===== src/design/gsa_pkg.sv =====
// ----------------------------------------------------------------------------
// gsa_pkg: shared types and constants for the scaled matrix multiply block
// Holds opcodes, register indexes, status codes and the front/back request.
// ----------------------------------------------------------------------------
package gsa_pkg;

    localparam int unsigned DIM_W  = 4;
    localparam int unsigned IDX_W  = 3;
    localparam int unsigned VAL_W  = 32;
    localparam int unsigned ADDR_W = 6;
    localparam int unsigned CFG_IDX_W = 3;

    typedef enum logic [1:0] {
        MODE_LOAD_A  = 2'd0,
        MODE_LOAD_B  = 2'd1,
        MODE_LOAD_C  = 2'd2,
        MODE_COMPUTE = 2'd3
    } t_mode;

    typedef enum logic [1:0] {
        ST_OK    = 2'd0,
        ST_RANGE = 2'd1,
        ST_SAT   = 2'd2
    } t_status;

    typedef enum logic [2:0] {
        REG_ROWS_N  = 3'd0,
        REG_INNER_M = 3'd1,
        REG_COLS_P  = 3'd2,
        REG_ALPHA   = 3'd3,
        REG_BETA    = 3'd4,
        REG_TRANS_A = 3'd5,
        REG_TRANS_B = 3'd6
    } t_reg;

    typedef enum logic [3:0] {
        BK_IDLE,
        BK_DOT_RD,
        BK_DOT_MUL,
        BK_DOT_ACC,
        BK_C_RD,
        BK_C_MUL,
        BK_AH_MUL,
        BK_AM_MUL,
        BK_AL_MUL,
        BK_SUM,
        BK_EMIT,
        BK_LOAD
    } t_bk_state;

    // classified request from front to back
    typedef struct packed {
        logic        compute;
        logic        in_range;
        logic [1:0]  mode;
        logic [2:0]  row;
        logic [2:0]  col;
        logic [31:0] value;
    } t_req;

    // clamp a dimension register to 1..8
    function automatic logic [3:0] clamp_dim(input logic [3:0] d);
        logic [3:0] r;
        r = d;
        if (d == 4'd0) r = 4'd1;
        else if (d > 4'd8) r = 4'd8;
        return r;
    endfunction

endpackage


===== src/design/gsa_if.sv =====
// ----------------------------------------------------------------------------
// gsa_if: valid/ready channel interfaces
// Item input, result output and register write channels.
// ----------------------------------------------------------------------------
interface gsa_in_if;
    logic        valid;
    logic        ready;
    logic [1:0]  mode;
    logic [2:0]  row;
    logic [2:0]  col;
    logic [31:0] value;
    modport source (output valid, mode, row, col, value, input ready);
    modport sink (input valid, mode, row, col, value, output ready);
endinterface



===== src/design/gsa_front.sv =====
// ----------------------------------------------------------------------------
// gsa_front: request intake and classification
// Checks load bounds against the configured shapes and queues requests.
// ----------------------------------------------------------------------------
module gsa_front import gsa_pkg::*; (
    input  logic        i_clk,
    input  logic        i_rst_n,
    gsa_in_if.sink      in_ch,
    input  logic [3:0]  i_n,
    input  logic [3:0]  i_m,
    input  logic [3:0]  i_p,
    input  logic        i_ta,
    input  logic        i_tb,
    input  logic        i_pop,
    output logic        o_q_valid,
    output t_req        o_q_req,
    output logic        o_busy
);
    localparam int unsigned QD = 2;
    t_req       r_q [QD];
    logic       r_wp, r_rp;
    logic [1:0] r_cnt;
    logic [3:0] lim_r, lim_c;
    logic       push;
    t_req       req;

    always_comb begin
        case (t_mode'(in_ch.mode))
            MODE_LOAD_A: begin
                lim_r = i_ta ? i_m : i_n;
                lim_c = i_ta ? i_n : i_m;
            end
            MODE_LOAD_B: begin
                lim_r = i_tb ? i_p : i_m;
                lim_c = i_tb ? i_m : i_p;
            end
            default: begin
                lim_r = i_n;
                lim_c = i_p;
            end
        endcase
        req.compute  = (in_ch.mode == MODE_COMPUTE);
        req.in_range = ({1'b0, in_ch.row} < lim_r) && ({1'b0, in_ch.col} < lim_c);
        req.mode     = in_ch.mode;
        req.row      = in_ch.row;
        req.col      = in_ch.col;
        req.value    = in_ch.value;
    end

    assign in_ch.ready = (r_cnt != 2'(QD));
    assign push        = in_ch.valid && in_ch.ready;
    assign o_q_valid   = (r_cnt != 2'd0);
    assign o_q_req     = r_q[r_rp];
    assign o_busy      = o_q_valid;

    always_ff @(posedge i_clk) begin
        if (push) r_q[r_wp] <= req;
        if (!i_rst_n) begin
            r_wp  <= 1'b0;
            r_rp  <= 1'b0;
            r_cnt <= 2'd0;
        end else begin
            if (push) r_wp <= ~r_wp;
            if (i_pop) r_rp <= ~r_rp;
            r_cnt <= r_cnt + 2'(push) - 2'(i_pop);
        end
    end

    assert property (@(posedge i_clk) disable iff (!i_rst_n) r_cnt <= 2'(QD))
        else $error("queue overflow");
    assert property (@(posedge i_clk) disable iff (!i_rst_n) i_pop |-> o_q_valid)
        else $error("pop from empty queue");
    assert property (@(posedge i_clk) disable iff (!i_rst_n)
        (r_cnt == 2'(QD)) |-> !in_ch.ready)
        else $error("ready while full");
endmodule


===== src/flat_wrapper.sv =====
// flat-port wrapper written by rule: the top's interface ports become plain ports
module gsa_front_flat import gsa_pkg::*;
  (i_clk, i_rst_n, i_n, i_m, i_p, i_ta, i_tb, i_pop, o_q_valid, o_q_req, o_busy, in_ch_valid, in_ch_mode, in_ch_row, in_ch_col, in_ch_value, in_ch_ready);
  gsa_in_if in_ch_i ();
  input  logic i_clk;
  input  logic i_rst_n;
  input  logic [3:0] i_n;
  input  logic [3:0] i_m;
  input  logic [3:0] i_p;
  input  logic i_ta;
  input  logic i_tb;
  input  logic i_pop;
  output logic o_q_valid;
  output t_req o_q_req;
  output logic o_busy;
  input wire logic [$bits(in_ch_i.valid)-1:0] in_ch_valid;
  input wire logic [$bits(in_ch_i.mode)-1:0] in_ch_mode;
  input wire logic [$bits(in_ch_i.row)-1:0] in_ch_row;
  input wire logic [$bits(in_ch_i.col)-1:0] in_ch_col;
  input wire logic [$bits(in_ch_i.value)-1:0] in_ch_value;
  output wire logic [$bits(in_ch_i.ready)-1:0] in_ch_ready;
  assign in_ch_i.valid = in_ch_valid;
  assign in_ch_i.mode = in_ch_mode;
  assign in_ch_i.row = in_ch_row;
  assign in_ch_i.col = in_ch_col;
  assign in_ch_i.value = in_ch_value;
  assign in_ch_ready = in_ch_i.ready;
  gsa_front u_core (.i_clk(i_clk), .i_rst_n(i_rst_n), .in_ch(in_ch_i), .i_n(i_n), .i_m(i_m), .i_p(i_p), .i_ta(i_ta), .i_tb(i_tb), .i_pop(i_pop), .o_q_valid(o_q_valid), .o_q_req(o_q_req), .o_busy(o_busy));
endmodule

===== config.mk =====
export PLATFORM = sky130hd
export DESIGN_NAME = gsa_front_flat
export DESIGN_NICKNAME = d
export VERILOG_FILES = /design/src/design/gsa_pkg.sv /design/src/design/gsa_if.sv /design/src/design/gsa_front.sv /design/src/flat_wrapper.sv
export SDC_FILE = /design/constraint.sdc
export NUM_CORES = 1
export LEC_CHECK = 0
export ABC_AREA = 1
export BUFFER_PORTS_ARGS = -buffer_cell sky130_fd_sc_hd__clkbuf_2
export CAP_MARGIN = 40
export CORE_MARGIN = 2
export CORE_UTILIZATION = 40
export CTS_CLUSTER_SIZE = 16
export DETAILED_ROUTE_END_ITERATION = 7
export PLACE_DENSITY_LB_ADDON = 0.1
export SLEW_MARGIN = 30
export SYNTH_ARGS = -nofsm -noshare
export SYNTH_HDL_FRONTEND = slang
export SYNTH_SLANG_ARGS = --single-unit

===== constraint.sdc =====
create_clock -name i_clk -period 2.71 [get_ports i_clk]
set_input_delay 0.1355 -clock i_clk [delete_from_list [all_inputs] [get_ports i_clk]]
set_output_delay 0.1355 -clock i_clk [all_outputs]
set_load 0.01 [all_outputs]

=== Word level (Yosys, flattened, before mapping) ===
Memories as Yosys holds them, arrays and structs flattened. A register that Yosys moved wholly into a read port is not among the register bits.
Index checks and enable logic that the tools add are counted.
Widths: inputs -> output; s select.

* Flip-flop bits (word level): 4
* Bits in latches: 0
* Memory bits (writable): 84
* ROM bits: 0
* Input port bits: 58
* Output and inout port bits: 45
* Memories kept: 1

{| class="wikitable"
|+ Memories
! memory !! words !! bits a word !! rd ports !! clocked after memory_dff !! write ports !! RTL line !! text
|-
| u_core.r_q || 2 || 42 || 1 || 1 || 1 || gsa_front.sv:20 || <nowiki>t_req r_q [QD];</nowiki>
|}

* $add $sub $neg: 2
* $mul: 0
* Divide/modulo/power cells: 0
* $lt $le $gt $ge: 2
* Equal/unequal tests: 3
* Shift operators: 0
* Muxes and demuxes: 10
* Bitwise operators: 2
* Reductions and logical operators: 4

{| class="wikitable"
|+ Operator list
! kind !! count
|-
| $mux 4 || 4
|-
| $pmux 4 s2 || 2
|-
| $lt 3x4->1 || 2
|-
| $mux 1 || 4
|-
| $add 2x1->2 || 1
|-
| $eq 2x1->1 const B || 1
|-
| $eq 2x2->1 const B || 1
|-
| $logic_and 1x1->1 || 2
|-
| $logic_not 2->1 || 1
|-
| $ne 2x2->1 const B || 1
|-
| $not 1->1 || 2
|-
| $reduce_bool 2->1 || 1
|-
| $sub 2x1->2 || 1
|}

=== Depth between registers and ports, before layout ===
* Depth after elaboration: 4
* Mapped depth: 12

=== Worst setup path after synthesis ===
Ideal clock, no wire load.

* Path type: register to register
* From: reg u_core.r_cnt[0]
* To: mem u_core.r_q[1][0] in the netlist's numbering (enable)
* Library setup time: 0.443 ns
* Arrival: 2.354 ns
* Slack: -0.086 ns
* Stages on the path, launching flop included: 5
* Buffers on the path: 0
* Clock period less this slack: 2.796 ns
* Path through: dfxtp_1 > inv_1 > nand2_1 > nand2_1 > nor2_1

* Cells in the longest elaborated chain, start to end: 4

{| class="wikitable"
|+ RTL lines
! element !! RTL line !! text
|-
| start, declared || gsa_front.sv:22 || <nowiki>logic [1:0] r_cnt;</nowiki>
|-
| start signal, assigned || gsa_front.sv:65 || <nowiki>r_cnt <= r_cnt + 2'(push) - 2'(i_pop);</nowiki>
|-
| $ne 2x2->1 || gsa_front.sv:50 || <nowiki>assign in_ch.ready = (r_cnt != 2'(QD));</nowiki>
|-
| named net in_ch_ready || flat_wrapper.sv:21 || <nowiki>output wire logic [$bits(in_ch_i.ready)-1:0] in_ch_ready;</nowiki>
|-
| $logic_and 1x1->1 || gsa_front.sv:51 || <nowiki>assign push = in_ch.valid && in_ch.ready;</nowiki>
|-
| $mux 1 || gsa_front.sv:57 || <nowiki>if (push) r_q[r_wp] <= req;</nowiki>
|-
| $mux 1 (implied by the code) || gsa_front.sv:57 ||
|-
| end, declared || gsa_front.sv:20 ||
|}

The timed path passes the listed nets, and every way through them passes these cells.

==> results_dict.tcl <==
set metrics [dict create \
    syn_area_um2 3700 \
    setup-tns-final_ps 0 \
    cts_sinks 89 \
    async_flop_share_pct 0 \
    num-fill-cells 820 \
    ant_nets 0 \
    final_hold_viol_count 0 \
    syn_inst 257 \
    cp-start-kind "flip-flop" \
    die_x_um 100 \
    multi_input_area_um2 957 \
    maxCapViolCount 0 \
    syn2layout_area_growth_pct 31.8 \
    maxClockFrequency_mhz 540 \
    yosysWarnings 0 \
    yosys_most_used_dff "edfxtp_1" \
    vias 2406 \
    first_pass_iters 4 \
    fp-row-count 35 \
    setup_violations 0 \
    gp_congestion 0.880 \
    wirelength_um 7110 \
    grt_pass1_wl_um 11200 \
    fin_crit_sh_pct 68.3 \
    drive_above_1_share_pct 41.5 \
    grt.total_usage_pct 14.6 \
    tightest_slew_ps 557 \
    antenna_cells 0 \
    cp.required_ps 2570 \
    coreArea_um2 9110 \
    cts.htree.levels 3 \
    grt_overflow 0 \
    ys_seq_elements 89 \
    finalPower_uw 3140 \
    ys_seq_area_share_pct 70.9 \
    whs_ps 21.0 \
    antenna_found_initial 0 \
    dp.final_hpwl_um 4890 \
    cts-buffers-inserted 9 \
    ioPinCount 103 \
    seqCellArea_um2 2620 \
    vdd_ir_drop_max_mv 0.277 \
    nets 466 \
    cts_resized 0 \
    dp_cells 468 \
    grt_pass1_vias 2382 \
    cts_root_buf "clkbuf_8" \
    grt_max_degree 41 \
    final_common_cell "clkbuf_2" \
    timing.final.crit_period_ps 1850 \
    drt_iter0_drc 54 \
    start_util_pct 40.6 \
    syn-num-nets 321 \
    clkTransAtPathRegs_ps 80 \
    fin_cells 518 \
    routedWlPerCell_um 13.7 \
    die_h_um 100 \
    outcome "completed" \
    drc 0 \
    final_cell_mix "clkbuf_2, edfxtp_1, nand2_1, mux2_2, dlygate4sd3_1" \
    worst_hold_path_type "in -> reg" \
    dieArea_um2 10000 \
    clock_latency_ps 350 \
    cts_tree "yes" \
    crit_arrival_ps 1710 \
    postLayoutCoreUtil_pct 53.5 \
    synth-edff-count 84 \
    power_leakage_uw 0.00202 \
    rsz0062_at_grt "false" \
    io_buffers 102 \
    p_per_area_nw_per_um2 645 \
    cts_buffer_depth 2 \
    post_drt_via_cell_ratio 4.64 \
    relSlewSlack_pct 62.9 \
    cp-end-kind "primary output" \
    path_max_fanout 40 \
    finalClockSkew_ps 12.8 \
    slew_violations 0 \
    synth_area_per_cell_um2 14.4 \
    synth_cell_types 20 \
    critPathKind "reg -> out" \
]
final cells by class:
cell class                 instances  share of cell area, %
clock buffer                      12                   2.98
clock inverter                     4                  0.591
inverter                          24                   1.85
multi-input combinational        137                   19.6
sequential                        89                   53.9
tap                              111                   2.85
timing repair buffer             141                   18.2
cells by family (layout without fill, tap and decap cells):
group	after synthesis	in the layout	synth area share, %
buffers and inverters	31	181	3.59
and+or+nand+nor	70	70	7.55
xor gates and xnor gates	1	1	0.237
AOI/OAI and AO/OA	18	18	2.88
adders and majority gates	6	6	2.03
muxes	42	42	12.8
DFF	89	89	70.9
cells in the mapped netlist, types with 2 or more instances:
cell       n  share of area, %
nor2_1     9              0.91
ha_1       6               2.0
inv_1     23               2.3
nand3_1    6              0.81
buf_2      4              0.54
nand2_1   52               5.3
nor2_2     2              0.34
o211ai_1   5               1.0
edfxtp_1  84                68
a21oi_1    5              0.68
dfxtp_1    5               2.7
mux2_2    42                13
o21ai_0    7              0.95
critical path, stage by stage, from the launching register on:
cell      delay [ps]
dfxtp_2          350
buf_4            470
mux2_2           420
clkbuf_2         130
worst paths after layout:
| kind | depth (start not counted) | end | slack, ps | from |
|---|---|---|---|---|
| worst max-delay path | 3 | o_q_req[17] | 860 | flip-flop |
| worst min-delay path | 1 | u_core.r_q[0][17] | 20 | in_ch_value[17] |
| worst max register to register | 5 | u_core.r_q[1][0] | 1000 | u_core.r_cnt[0] |
| worst min register to register | 2 | u_core.r_cnt[1] | 500 | u_core.r_cnt[1] |
power by group:
part,switching (uW),leakage (uW),internal [uW]
clock,444,0.0000830,361
combinational,344,0.00111,272
sequential,33.3,0.000824,1690
registers in the layout, summed over array words and instances, names as in the netlist, named ones only:
| register | count |
|---|---|
| u_core.r_rp | 1 |
| u_core.r_q | 84 |
| u_core.r_cnt | 2 |
| u_core.r_wp | 1 |
layer usage:
metal  vias up  track usage [%]  part of all wire (%)
met5         -                0                     0
met4         0             6.01                   1.2
met3         7             2.65                   4.5
met2        68             24.2                    48
met1      1128             19.1                    47
li1       1203                -                     -
timing repair:
action / 4_1_cts / 5_1_grt
buffers inserted: 0 / 0
endpoints found under the hold margin: 68 / 0
hold buffers: 34 / 0
endpoints found under the setup margin: 0 / 0
metrics by stage:
step | cell area, um2 | setup WS [ps]
after global placement | 4360 | 900
final | 4870 | 860
after floorplan | 3700 | 606
after detailed placement | 4360 | 894
after global routing | 4870 | 743
after CTS | 4870 | 820
Note: power is estimated with default switching activity, not from simulation.
